`config.mk`:
```
export PLATFORM = sky130hd
export DESIGN_NAME = layer_blend_frame_change_detect_unit
export DESIGN_NICKNAME = d
export VERILOG_FILES = /design/src/lbfcd_pkg.sv /design/src/lbfcd_blend.sv /design/src/lbfcd_hash.sv /design/src/lbfcd_tail.sv /design/src/lbfcd_verdict.sv /design/src/layer_blend_frame_change_detect_unit.sv
export SDC_FILE = /design/constraint.sdc
export NUM_CORES = 2
export LEC_CHECK = 0
export ABC_AREA = 1
export BUFFER_PORTS_ARGS = -buffer_cell sky130_fd_sc_hd__buf_2
export CAP_MARGIN = 20
export CELL_PAD_IN_SITES_DETAIL_PLACEMENT = 0
export CELL_PAD_IN_SITES_GLOBAL_PLACEMENT = 1
export CORE_MARGIN = 2
export CORE_UTILIZATION = 30
export CTS_CLUSTER_SIZE = 30
export DETAILED_ROUTE_END_ITERATION = 8
export GPL_TIMING_DRIVEN = 1
export PLACE_DENSITY_LB_ADDON = 0.12
export SETUP_SLACK_MARGIN = 0.05
export SLEW_MARGIN = 15
export SYNTH_ARGS = -nofsm -noshare
export SYNTH_HDL_FRONTEND = slang
export SYNTH_HIERARCHICAL = 1
export SYNTH_SLANG_ARGS = --single-unit
```
`constraint.sdc`:
```
create_clock -name clk -period 8.3 [get_ports clk]
set_input_delay 0.415 -clock clk [delete_from_list [all_inputs] [get_ports clk]]
set_output_delay 0.415 -clock clk [all_outputs]
set_load 0.01 [all_outputs]
```
`src/lbfcd_pkg.sv`:
```
// shared types, constants and hash step for the layer blend / frame change detect unit
// no dependencies; imported by every module of the block
package lbfcd_pkg;

	// fnv-1a 32-bit constants
	localparam logic [31:0] HASH_INIT  = 32'h811C_9DC5;
	localparam logic [31:0] HASH_PRIME = 32'h0100_0193;

	// alpha code that selects the top pixel as is
	localparam logic [7:0] ALPHA_OPAQUE = 8'hFF;
	localparam logic [7:0] ALPHA_CLEAR  = 8'h00;
	// rounding bias of the source-over blend
	localparam logic [15:0] ROUND_BIAS = 16'd127;

	// configuration port
	localparam int unsigned CFG_IDX_W  = 2;
	localparam int unsigned CFG_DATA_W = 4;
	localparam logic [CFG_IDX_W-1:0] CFG_OVERLAY_EN  = 2'd0;
	localparam logic [CFG_IDX_W-1:0] CFG_HOLD_FRAMES = 2'd1;
	localparam logic [3:0] TRAILING_RESET = 4'd2;

	// stream widths
	localparam int unsigned S_DATA_W = 72;
	localparam int unsigned M_DATA_W = 64;

	// one composited pixel with its frame flags
	typedef struct packed {
		logic [7:0] red;
		logic [7:0] green;
		logic [7:0] blue;
		logic       last;
		logic       force_send;
		logic       refresh_due;
	} pix_t;

	// pixel plus the hash and the leftover bytes still to fold
	typedef struct packed {
		pix_t        pix;
		logic [31:0] sum;
		logic [23:0] pend;
		logic [1:0]  cnt;
	} fold_t;

	// one result beat
	typedef struct packed {
		logic [7:0]  red;
		logic [7:0]  green;
		logic [7:0]  blue;
		logic        frame_done;
		logic [31:0] frame_sum;
		logic        changed;
		logic        send;
	} result_t;

	// one fnv-1a step: xor then multiply by the prime
	function automatic logic [31:0] fnv_step(input logic [31:0] h, input logic [31:0] w);
		return (h ^ w) * HASH_PRIME;
	endfunction

endpackage

```
`src/lbfcd_blend.sv`:
```
// input register and source-over blend stage
// depends on lbfcd_pkg
module lbfcd_blend (
	input  logic                clk,
	input  logic                arst_n,
	input  logic                in_valid,
	output logic                in_ready,
	input  logic [31:0]         top_pixel,
	input  logic [31:0]         under_pixel,
	input  logic                last_pixel,
	input  logic                force_send,
	input  logic                refresh_due,
	input  logic                overlay_en,
	output logic                out_valid,
	input  logic                out_ready,
	output lbfcd_pkg::pix_t     out_pix
);
	import lbfcd_pkg::*;

	logic        valid_s1;
	logic [31:0] top_s1;
	logic [31:0] under_s1;
	logic        last_s1;
	logic        force_s1;
	logic        key_s1;
	logic        valid_s2;
	pix_t        pix_s2;
	logic        ready_s2;
	pix_t        pix_d;
	logic [7:0]  alpha;

	// rounded (t*a + u*(255-a) + 127) / 255, division done as add-and-shift
	function automatic logic [7:0] mix(input logic [7:0] t, input logic [7:0] u,
			input logic [7:0] a);
		logic [15:0] v;
		logic [16:0] q;
		v = {8'd0, t} * {8'd0, a} + {8'd0, u} * {8'd0, ALPHA_OPAQUE - a} + ROUND_BIAS;
		q = {1'b0, v} + 17'd1 + {9'd0, v[15:8]};
		return q[15:8];
	endfunction

	assign ready_s2 = !valid_s2 || out_ready;
	assign in_ready = !valid_s1 || ready_s2;

	// input register
	always_ff @(posedge clk or negedge arst_n) begin
		if (!arst_n) begin
			valid_s1 <= 1'b0;
		end else if (in_ready) begin
			valid_s1 <= in_valid;
		end
	end

	always_ff @(posedge clk) begin
		if (in_valid && in_ready) begin
			top_s1   <= top_pixel;
			under_s1 <= under_pixel;
			last_s1  <= last_pixel;
			force_s1 <= force_send;
			key_s1   <= refresh_due;
		end
	end

	// layer select and blend
	assign alpha = top_s1[31:24];

	always_comb begin
		pix_d.last        = last_s1;
		pix_d.force_send  = force_s1;
		pix_d.refresh_due = key_s1;
		if (overlay_en && alpha == ALPHA_CLEAR) begin
			pix_d.red   = under_s1[23:16];
			pix_d.green = under_s1[15:8];
			pix_d.blue  = under_s1[7:0];
		end else if (overlay_en && alpha != ALPHA_OPAQUE) begin
			pix_d.red   = mix(top_s1[23:16], under_s1[23:16], alpha);
			pix_d.green = mix(top_s1[15:8], under_s1[15:8], alpha);
			pix_d.blue  = mix(top_s1[7:0], under_s1[7:0], alpha);
		end else begin
			pix_d.red   = top_s1[23:16];
			pix_d.green = top_s1[15:8];
			pix_d.blue  = top_s1[7:0];
		end
	end

	// blend result register
	always_ff @(posedge clk or negedge arst_n) begin
		if (!arst_n) begin
			valid_s2 <= 1'b0;
		end else if (ready_s2) begin
			valid_s2 <= valid_s1;
		end
	end

	always_ff @(posedge clk) begin
		if (valid_s1 && ready_s2) begin
			pix_s2 <= pix_d;
		end
	end

	assign out_valid = valid_s2;
	assign out_pix   = pix_s2;

endmodule

```
`src/lbfcd_hash.sv`:
```
// byte packing and running fnv-1a word fold, one word per pixel at most
// depends on lbfcd_pkg
module lbfcd_hash (
	input  logic             clk,
	input  logic             arst_n,
	input  logic             in_valid,
	output logic             in_ready,
	input  lbfcd_pkg::pix_t  in_pix,
	output logic             out_valid,
	input  logic             out_ready,
	output lbfcd_pkg::fold_t out_fold
);
	import lbfcd_pkg::*;

	logic [31:0] hash_q;
	logic [23:0] pend_q;
	logic [1:0]  cnt_q;
	logic        valid_s3;
	fold_t       fold_s3;
	logic        take;
	logic [47:0] stream;
	logic        word_full;
	logic [31:0] hash_d;
	logic [23:0] left_d;
	logic [1:0]  cnt_d;

	assign in_ready = !valid_s3 || out_ready;
	assign take     = in_valid && in_ready;

	// pending bytes followed by r, g, b, first byte lowest
	assign stream    = {24'd0, pend_q}
		| ({24'd0, in_pix.blue, in_pix.green, in_pix.red} << {cnt_q, 3'b000});
	assign word_full = cnt_q != 2'd0;
	assign hash_d    = word_full ? fnv_step(hash_q, stream[31:0]) : hash_q;
	assign left_d    = word_full ? {8'd0, stream[47:32]} : stream[23:0];
	assign cnt_d     = cnt_q + 2'd3;

	// running state, reloaded at frame end
	always_ff @(posedge clk or negedge arst_n) begin
		if (!arst_n) begin
			hash_q <= HASH_INIT;
			pend_q <= 24'd0;
			cnt_q  <= 2'd0;
		end else if (take) begin
			if (in_pix.last) begin
				hash_q <= HASH_INIT;
				pend_q <= 24'd0;
				cnt_q  <= 2'd0;
			end else begin
				hash_q <= hash_d;
				pend_q <= left_d;
				cnt_q  <= cnt_d;
			end
		end
	end

	// stage register toward the tail fold
	always_ff @(posedge clk or negedge arst_n) begin
		if (!arst_n) begin
			valid_s3 <= 1'b0;
		end else if (in_ready) begin
			valid_s3 <= in_valid;
		end
	end

	always_ff @(posedge clk) begin
		if (take) begin
			fold_s3.pix  <= in_pix;
			fold_s3.sum  <= hash_d;
			fold_s3.pend <= left_d;
			fold_s3.cnt  <= cnt_d;
		end
	end

	assign out_valid = valid_s3;
	assign out_fold  = fold_s3;

	// frame end leaves a fresh hash and no pending bytes
	a_frame_reload: assert property (@(posedge clk) disable iff (!arst_n)
		take && in_pix.last |=> hash_q == HASH_INIT && cnt_q == 2'd0 && pend_q == 24'd0)
		else $error("hash state not reloaded after frame end");

	// bytes above the fill level stay clear
	a_pend_clean_lo: assert property (@(posedge clk) disable iff (!arst_n)
		cnt_q == 2'd0 |-> pend_q == 24'd0)
		else $error("stale pending bytes with empty fill");

	a_pend_clean_hi: assert property (@(posedge clk) disable iff (!arst_n)
		(cnt_q != 2'd1 || pend_q[23:8] == 16'd0) && (cnt_q != 2'd2 || pend_q[23:16] == 8'd0))
		else $error("pending bytes above fill level");

endmodule

```
`src/lbfcd_tail.sv`:
```
// one single-byte fold of the frame-end leftovers, one register stage
// depends on lbfcd_pkg
module lbfcd_tail (
	input  logic             clk,
	input  logic             arst_n,
	input  logic             in_valid,
	output logic             in_ready,
	input  lbfcd_pkg::fold_t in_fold,
	output logic             out_valid,
	input  logic             out_ready,
	output lbfcd_pkg::fold_t out_fold
);
	import lbfcd_pkg::*;

	logic  valid_q;
	fold_t fold_q;
	fold_t fold_d;

	assign in_ready = !valid_q || out_ready;

	// fold the lowest leftover byte on a last pixel and shift the rest down
	always_comb begin
		fold_d = in_fold;
		if (in_fold.pix.last && in_fold.cnt != 2'd0) begin
			fold_d.sum  = fnv_step(in_fold.sum, {24'd0, in_fold.pend[7:0]});
			fold_d.pend = {8'd0, in_fold.pend[23:8]};
			fold_d.cnt  = in_fold.cnt - 2'd1;
		end
	end

	always_ff @(posedge clk or negedge arst_n) begin
		if (!arst_n) begin
			valid_q <= 1'b0;
		end else if (in_ready) begin
			valid_q <= in_valid;
		end
	end

	always_ff @(posedge clk) begin
		if (in_valid && in_ready) begin
			fold_q <= fold_d;
		end
	end

	assign out_valid = valid_q;
	assign out_fold  = fold_q;

endmodule

```
`src/lbfcd_verdict.sv`:
```
// frame verdict: change compare, trailing counter, send flag, result register
// depends on lbfcd_pkg
module lbfcd_verdict (
	input  logic               clk,
	input  logic               arst_n,
	input  logic               in_valid,
	output logic               in_ready,
	input  lbfcd_pkg::fold_t   in_fold,
	input  logic [3:0]         hold_frames,
	output logic               out_valid,
	input  logic               out_ready,
	output lbfcd_pkg::result_t out_res
);
	import lbfcd_pkg::*;

	logic    valid_q;
	result_t res_q;
	result_t res_d;
	logic [31:0] last_sent_q;
	logic        have_sent_q;
	logic [3:0]  trail_q;
	logic [3:0]  trail_d;
	logic        chg;
	logic        snd;
	logic        take;

	assign in_ready = !valid_q || out_ready;
	assign take     = in_valid && in_ready;

	// compare and counter update
	assign chg     = !have_sent_q || in_fold.sum != last_sent_q;
	assign trail_d = chg ? hold_frames : (trail_q != 4'd0 ? trail_q - 4'd1 : trail_q);
	assign snd     = chg || in_fold.pix.force_send || trail_d != 4'd0
		|| in_fold.pix.refresh_due;

	always_comb begin
		res_d.red        = in_fold.pix.red;
		res_d.green      = in_fold.pix.green;
		res_d.blue       = in_fold.pix.blue;
		res_d.frame_done = in_fold.pix.last;
		res_d.frame_sum  = in_fold.pix.last ? in_fold.sum : 32'd0;
		res_d.changed    = in_fold.pix.last && chg;
		res_d.send       = in_fold.pix.last && snd;
	end

	// sent-sum state, updated on frame-end beats
	always_ff @(posedge clk or negedge arst_n) begin
		if (!arst_n) begin
			last_sent_q <= 32'd0;
			have_sent_q <= 1'b0;
			trail_q     <= 4'd0;
		end else if (take && in_fold.pix.last) begin
			trail_q <= trail_d;
			if (snd) begin
				last_sent_q <= in_fold.sum;
				have_sent_q <= 1'b1;
			end
		end
	end

	// result register
	always_ff @(posedge clk or negedge arst_n) begin
		if (!arst_n) begin
			valid_q <= 1'b0;
		end else if (in_ready) begin
			valid_q <= in_valid;
		end
	end

	always_ff @(posedge clk) begin
		if (take) begin
			res_q <= res_d;
		end
	end

	assign out_valid = valid_q;
	assign out_res   = res_q;

endmodule

```
`src/layer_blend_frame_change_detect_unit.sv`:
```
// top level of the layer blend / frame change detect unit
// depends on lbfcd_pkg, lbfcd_blend, lbfcd_hash, lbfcd_tail, lbfcd_verdict

// Takes one pixel pair per clock and returns one composited pixel per clock, in order,
// while the output is not stalled. The result beat passes through seven register stages
// (input register, blend, word fold, three single-byte folds of the frame-end leftovers,
// result register). The rate is set by the running hash, which folds at most one packed
// 32-bit word per pixel through a single constant multiply each cycle. Each stage has
// its own ready, so a stalled output only backs up as far as needed and the input keeps
// taking beats until the pipe is full. The beat carrying s_tlast closes the frame: its
// result has m_tlast set with the frame checksum, changed and send flags; other beats
// carry zeros there. No clearing pass after reset. Configuration writes are taken at any
// time but must only be issued while idle.
module layer_blend_frame_change_detect_unit (
	input  logic                           clk,
	input  logic                           arst_n,
	// top_pixel[31:0], under_pixel[63:32], force_send[64], refresh_due[65], zero fill
	input  logic [lbfcd_pkg::S_DATA_W-1:0] s_tdata,
	input  logic                           s_tvalid,
	output logic                           s_tready,
	input  logic                           s_tlast,
	// red[7:0], green[15:8], blue[23:16], frame_sum[55:24], changed[56], send[57], zero fill
	output logic [lbfcd_pkg::M_DATA_W-1:0] m_tdata,
	output logic                           m_tvalid,
	input  logic                           m_tready,
	output logic                           m_tlast,
	input  logic                           cfg_valid,
	output logic                           cfg_ready,
	input  logic [lbfcd_pkg::CFG_IDX_W-1:0]  cfg_index,
	input  logic [lbfcd_pkg::CFG_DATA_W-1:0] cfg_data
);
	import lbfcd_pkg::*;

	logic       overlay_en_q;
	logic [3:0] hold_frames_q;

	logic    blend_valid, blend_ready;
	pix_t    blend_pix;
	logic    hash_valid, hash_ready;
	fold_t   hash_fold;
	logic    t0_valid, t0_ready;
	fold_t   t0_fold;
	logic    t1_valid, t1_ready;
	fold_t   t1_fold;
	logic    t2_valid, t2_ready;
	fold_t   t2_fold;
	result_t res;

	// configuration registers
	assign cfg_ready = 1'b1;

	always_ff @(posedge clk or negedge arst_n) begin
		if (!arst_n) begin
			overlay_en_q  <= 1'b1;
			hold_frames_q <= TRAILING_RESET;
		end else if (cfg_valid && cfg_ready) begin
			unique case (cfg_index)
				CFG_OVERLAY_EN:  overlay_en_q  <= cfg_data[0];
				CFG_HOLD_FRAMES: hold_frames_q <= cfg_data[3:0];
				default: ;
			endcase
		end
	end

	// pipeline
	lbfcd_blend u_blend (
		.clk          (clk),
		.arst_n       (arst_n),
		.in_valid     (s_tvalid),
		.in_ready     (s_tready),
		.top_pixel    (s_tdata[31:0]),
		.under_pixel  (s_tdata[63:32]),
		.last_pixel   (s_tlast),
		.force_send   (s_tdata[64]),
		.refresh_due  (s_tdata[65]),
		.overlay_en   (overlay_en_q),
		.out_valid    (blend_valid),
		.out_ready    (blend_ready),
		.out_pix      (blend_pix)
	);

	lbfcd_hash u_hash (
		.clk       (clk),
		.arst_n    (arst_n),
		.in_valid  (blend_valid),
		.in_ready  (blend_ready),
		.in_pix    (blend_pix),
		.out_valid (hash_valid),
		.out_ready (hash_ready),
		.out_fold  (hash_fold)
	);

	lbfcd_tail u_tail0 (
		.clk       (clk),
		.arst_n    (arst_n),
		.in_valid  (hash_valid),
		.in_ready  (hash_ready),
		.in_fold   (hash_fold),
		.out_valid (t0_valid),
		.out_ready (t0_ready),
		.out_fold  (t0_fold)
	);

	lbfcd_tail u_tail1 (
		.clk       (clk),
		.arst_n    (arst_n),
		.in_valid  (t0_valid),
		.in_ready  (t0_ready),
		.in_fold   (t0_fold),
		.out_valid (t1_valid),
		.out_ready (t1_ready),
		.out_fold  (t1_fold)
	);

	lbfcd_tail u_tail2 (
		.clk       (clk),
		.arst_n    (arst_n),
		.in_valid  (t1_valid),
		.in_ready  (t1_ready),
		.in_fold   (t1_fold),
		.out_valid (t2_valid),
		.out_ready (t2_ready),
		.out_fold  (t2_fold)
	);

	lbfcd_verdict u_verdict (
		.clk         (clk),
		.arst_n      (arst_n),
		.in_valid    (t2_valid),
		.in_ready    (t2_ready),
		.in_fold     (t2_fold),
		.hold_frames (hold_frames_q),
		.out_valid   (m_tvalid),
		.out_ready   (m_tready),
		.out_res     (res)
	);

	// output beat packing
	assign m_tdata = {6'd0, res.send, res.changed, res.frame_sum, res.blue, res.green, res.red};
	assign m_tlast = res.frame_done;

	// mid-frame beats carry no verdict
	a_mid_frame_quiet: assert property (@(posedge clk) disable iff (!arst_n)
		m_tvalid && !m_tlast |-> m_tdata[57:24] == 34'd0)
		else $error("verdict fields set on a mid-frame beat");

	// a changed frame is always sent
	a_changed_sends: assert property (@(posedge clk) disable iff (!arst_n)
		m_tvalid && m_tdata[56] |-> m_tdata[57] && m_tlast)
		else $error("changed frame without send");

endmodule

```
* Word-level counts from Yosys, hierarchy flattened
Cells that the tools add are included.
** Storage, ports and cells
- Flip-flop bits (word level) :: 566
- Input port bits :: 84
- Output and inout port bits :: 68
** Operators by class
- Add/subtract/negate cells :: 18
- Multipliers :: 10
- Equal/unequal tests :: 3
- Shift operators :: 1
- Muxes and demuxes :: 12
- Bitwise gates (word level) :: 5
- Reduce and logical (&&, ||, !) cells :: 45
** Operators with widths (count)
- 58-bit two-way mux :: 3
- 32-bit by 25-bit multiplier with 32-bit output (second input constant) :: 4
- 8-bit by 8-bit multiplier with 16-bit output :: 6
- 24-bit two-way mux :: 4
- 32-bit by 8-bit XOR with 32-bit output :: 3
- 32-bit two-way mux :: 2
- 16-bit by 1-bit adder with 16-bit output (second input constant) :: 3
- 16-bit adder :: 3
- 16-bit by 7-bit adder with 16-bit output (second input constant) :: 3
- 16-bit by 8-bit adder with 16-bit output :: 3
- 24-bit by 48-bit OR with 48-bit output :: 1
- 24-bit by 5-bit << shifter with 48-bit output :: 1
- 32-bit != test :: 1
- 32-bit XOR :: 1
- 1-bit logical AND :: 15
- 1-bit logical OR :: 11
- 1-bit logical NOT :: 8
- 8-bit logical NOT :: 1
- 4-bit two-way mux :: 2
- 8-bit != test (second input constant) :: 1
- 2-bit nonzero test :: 4
- 4-bit nonzero test :: 2
- 8-bit subtractor (first input constant) :: 1
- 2-bit AND reduction :: 3
- other kinds (6) :: 8

* Depth between registers and ports, before layout
- Depth after elaboration :: 9
- Mapped depth :: 39
- Mapped depth without buffers :: 37

* Cells and area by module
The synthesis kept the hierarchy.
** Modules (own cells, without submodules)
- lbfcd_blend :: times used 1, cells each 2365, area each 18541.5 um2, sequential area each 2632.5 um2
- lbfcd_hash :: times used 1, cells each 1400, area each 12502.0 um2, sequential area each 4046.4 um2
- lbfcd_tail (u_tail0) :: times used 1, cells each 1058, area each 9564.2 um2, sequential area each 2577.5 um2
- lbfcd_tail (u_tail2) :: times used 1, cells each 1053, area each 9537.9 um2, sequential area each 2577.5 um2
- lbfcd_tail (u_tail1) :: times used 1, cells each 1054, area each 9460.3 um2, sequential area each 2577.5 um2
- lbfcd_verdict :: times used 1, cells each 625, area each 4877.2 um2, sequential area each 2722.6 um2
- layer_blend_frame_change_detect_unit :: times used 1, cells each 33, area each 276.5 um2, sequential area each 127.6 um2

* Worst setup path after synthesis
Ideal clock, no wire load.
- Path kind :: reg2reg
- Start :: register u_blend.top_s1[30]
- End :: register u_blend.pix_s2, in the netlist u_blend/out_pix[12] (data pin)
- Arrival :: 6.845 ns
- Setup slack :: 1.197 ns
- Stages on the path, launching flop included :: 33
- Path through :: edfxtp_1 > clkbuf_1 > clkbuf_1 > nor2_1 > fa_1 > fa_1 > inv_1 > fa_1 > inv_1 > fa_1 > fa_1 > inv_1 > fa_1 > inv_1 > ha_1 > nand2_1 > inv_1 > a21oi_1 > nand3_2 > nand2_2 > nand2_1 > a21oi_1 > xor2_1 > inv_1 > ha_1 > nand2_1 > inv_1 > a21oi_1 > nand3_2 > nand2_1 > nand3_1 > nand2_1 > o21ai_2
** RTL lines
- start, declared :: line lbfcd_blend.sv:21 : logic [31:0] top_s1;
- start signal, assigned :: line lbfcd_blend.sv:56 : top_s1 <= top_pixel;
- end signal, assigned :: line lbfcd_blend.sv:97 : pix_s2 <= pix_d;
- end, declared :: line lbfcd_blend.sv:27 : pix_t pix_s2;

==> summary.txt <==
Synth
  – Avg Cell Area, Syn: roughly 8.5 um^2
  – Post-Syn Area: roughly 63,000 um^2
  – Syn Inst Count: 7,430
  – Yosys warns: 6

Place
  – Post-DP Area: about 67,000 um^2
  – Routability cong.: between 0.8 and 0.9
  – Port Buffers: between 100 and 150
  – Half-perimeter wire length after placement: between 150,000 and 200,000 um

Worst hold path
  – Worst hold endpoint: u_blend/top_s1[18]
  – Hold WC Path Type: primary input to flop
  – Min-Delay Startpoint: s_tdata[18]
  – WHS Path Cells: 1

Die
  – Die extent in x: 462 um
  – DIE HEIGHT: between 400 and 500 um
  – Boundary Pins: 152
  – Row cnt: approximately 170
  – Starting density of the core: a little under a third
  – Total core area: just over 200,000 um^2
  – Die area: between 200,000 and 250,000 um^2

Run
  – Max Cap Viol: 0

Worst setup path
  – CP Capture Type: flop
  – Critical path class: flop to flop
  – RR Startpoint: u_blend/top_s1[31]
  – Startpoint Class: flop
  – Worst r2r dst: u_blend/out_pix[10]
  – Slowest cell on the critical path: edfxtp_1
  – R2R Setup Slk: 670 ps
  – Critical Path Max Stage Delay: 610 ps
  – CP arrival: just over 8000 ps
  – Worst r2r path cells: 31
  – Worst Path Required: ~8700 ps
  – Critical Path Fanout Max: 28

STA
  – Final hold slack: between 5 and 6 ps
  – Fin crit share: about nine tenths
  – Tmin final: 7630 ps
  – Max Freq: between 100 and 150 MHz
  – Hold Violations, Final: 0
  – Slew @ Worst Pin: 1010 ps
  – Clock skew: 31.6 ps
  – RSZ-0062 raised after global routing: no
  – Final Max Slew Viols: 0
  – TNS Setup: 0 ps
  – Setup Viol. Count Final: 0
  – Slew HR: 32.3%

Clocking
  – CTS tree: yes
  – Root Buffer: clkbuf_16
  – CTS max path bufs: 3
  – H-tree depth: 2
  – Reg clk slew, reported paths: approximately 60 ps
  – Clk sink count: 542
  – CTS Buf Count: 60
  – Worst-skew pair later-pin latency: approximately 700 ps
  – Gates resized, CTS repair: 0

Route
  – Via-per-instance ratio: around 4.5
  – Via count: ~47,000
  – Drc violations: 0
  – Total detailed-routing wirelength: between 200,000 and 250,000 um
  – WL per Instance: just under 20 um
  – Drt first pass iters: 6
  – 1st-iter DRT viols: roughly 2,500
  – DRT antenna net count: 0

Finish
  – Design area: 69,900 um^2
  – Nets@finish: between 9,000 and 10,000
  – Multi-input gate area: a little under 40,000 um^2
  – Layout cells sized above 1: 6.93%
  – Filler Cell Count: between 20,000 and 25,000
  – Area Growth Syn to Fin: 11.3%
  – Seq. cell area: 15,800 um^2

Global route
  – Global-route wire length before repair: a little over 300,000 um
  – All-layer global routing usage: roughly 19%
  – GRT overflow: 0
  – Largest net degree at the start of global routing: 74
  – Initial antenna violation count: 14
  – Vias in the first global route: between 40,000 and 50,000

Run status
  – Outcome: finished, final reports clean
-- what timing repair did --
item                      4_1_cts  5_1_grt
buffers inserted                0        0
hold endpoints to repair      111        0
hold buffers                   72        0
-- sequential cells by signal, indices dropped and copies added, names as in the netlist, 2 cells and up --
register,count
u_tail0/out_fold,77
u_verdict/trail_q,4
u_verdict/last_sent_q,32
u_hash/pend_q,24
u_hash/out_fold,85
u_tail1/out_fold,69
u_hash/hash_q,32
u_hash/cnt_q,2
u_blend/top_s1,32
u_blend/under_s1,24
u_verdict/out_res,59
u_blend/out_pix,27
u_tail2/out_fold,59
hold_frames_q,4
-- critical path, delay by kind of cell, from the launching register on --
| kind | cells | cell delay (ps) |
|---|---|---|
| AND/OR/NAND/NOR | 13 | 1700 |
| XOR/XNOR | 1 | 190 |
| AO/OA/AOI/OAI | 2 | 250 |
| adder cells (fa/ha/maj) | 8 | 3880 |
| flip-flops | 1 | 610 |
| buffers and inverters | 7 | 720 |
-- worst max-delay path by stage --
stage	start	to	depth (start not counted)
detailed placement	u_blend/top_s1[31]	u_blend/out_pix[6]	31
floorplan	u_blend/top_s1[30]	u_blend/out_pix[12]	32
finish	u_blend/top_s1[31]	u_blend/out_pix[10]	31
CTS	u_blend/top_s1[31]	u_blend/out_pix[6]	31
global route	u_blend/top_s1[31]	u_blend/out_pix[6]	31
global placement	u_blend/top_s1[31]	u_blend/out_pix[6]	31
-- cell usage in the layout (no fill, tap or decap), types with 49 or more instances in the layout --
cell	instances
o21ai_0	142
fa_1	605
dfrtp_1	91
nand4_1	63
dlygate4sd3_1	72
clkbuf_16	60
xor2_1	86
a21oi_1	149
nand3_1	356
inv_1	1729
buf_4	88
buf_2	129
nand2_1	1708
edfxtp_1	435
xnor2_1	57
nor2_1	465
ha_1	920
nand2_2	49
-- per-layer routing --
layer	GRT usage (%)	wire length, um	vias to the layer above
li1	-	-	23500
met1	24.9	91100	22900
met2	35.2	102000	711
met3	1.21	4890	161
met4	3.53	3730	2
met5	0	13	-
-- final cells by class --
type                    count  share of cell area (%)
inverters                1760                    9.46
flip-flops and latches    542                    22.6
multi-input cells        4977                    56.9
clock inverters            38                   0.739
well taps                2788                    4.99
diodes                      3                  0.0107
clock buffers              76                    2.28
repair buffers            294                    3.04
-- per-stage QoR --
stage	std cells	setup slack (ps)	utilization, %
finish	10500	672	33.6
global route	10500	51.0	33.6
CTS	10500	585	33.6
detailed placement	10300	605	32.3
global placement	10300	595	32.3
floorplan	7435	1200	-
Power is not shown: default switching activity piles up to over one toggle a cycle in this logic, so the estimate is an artifact.
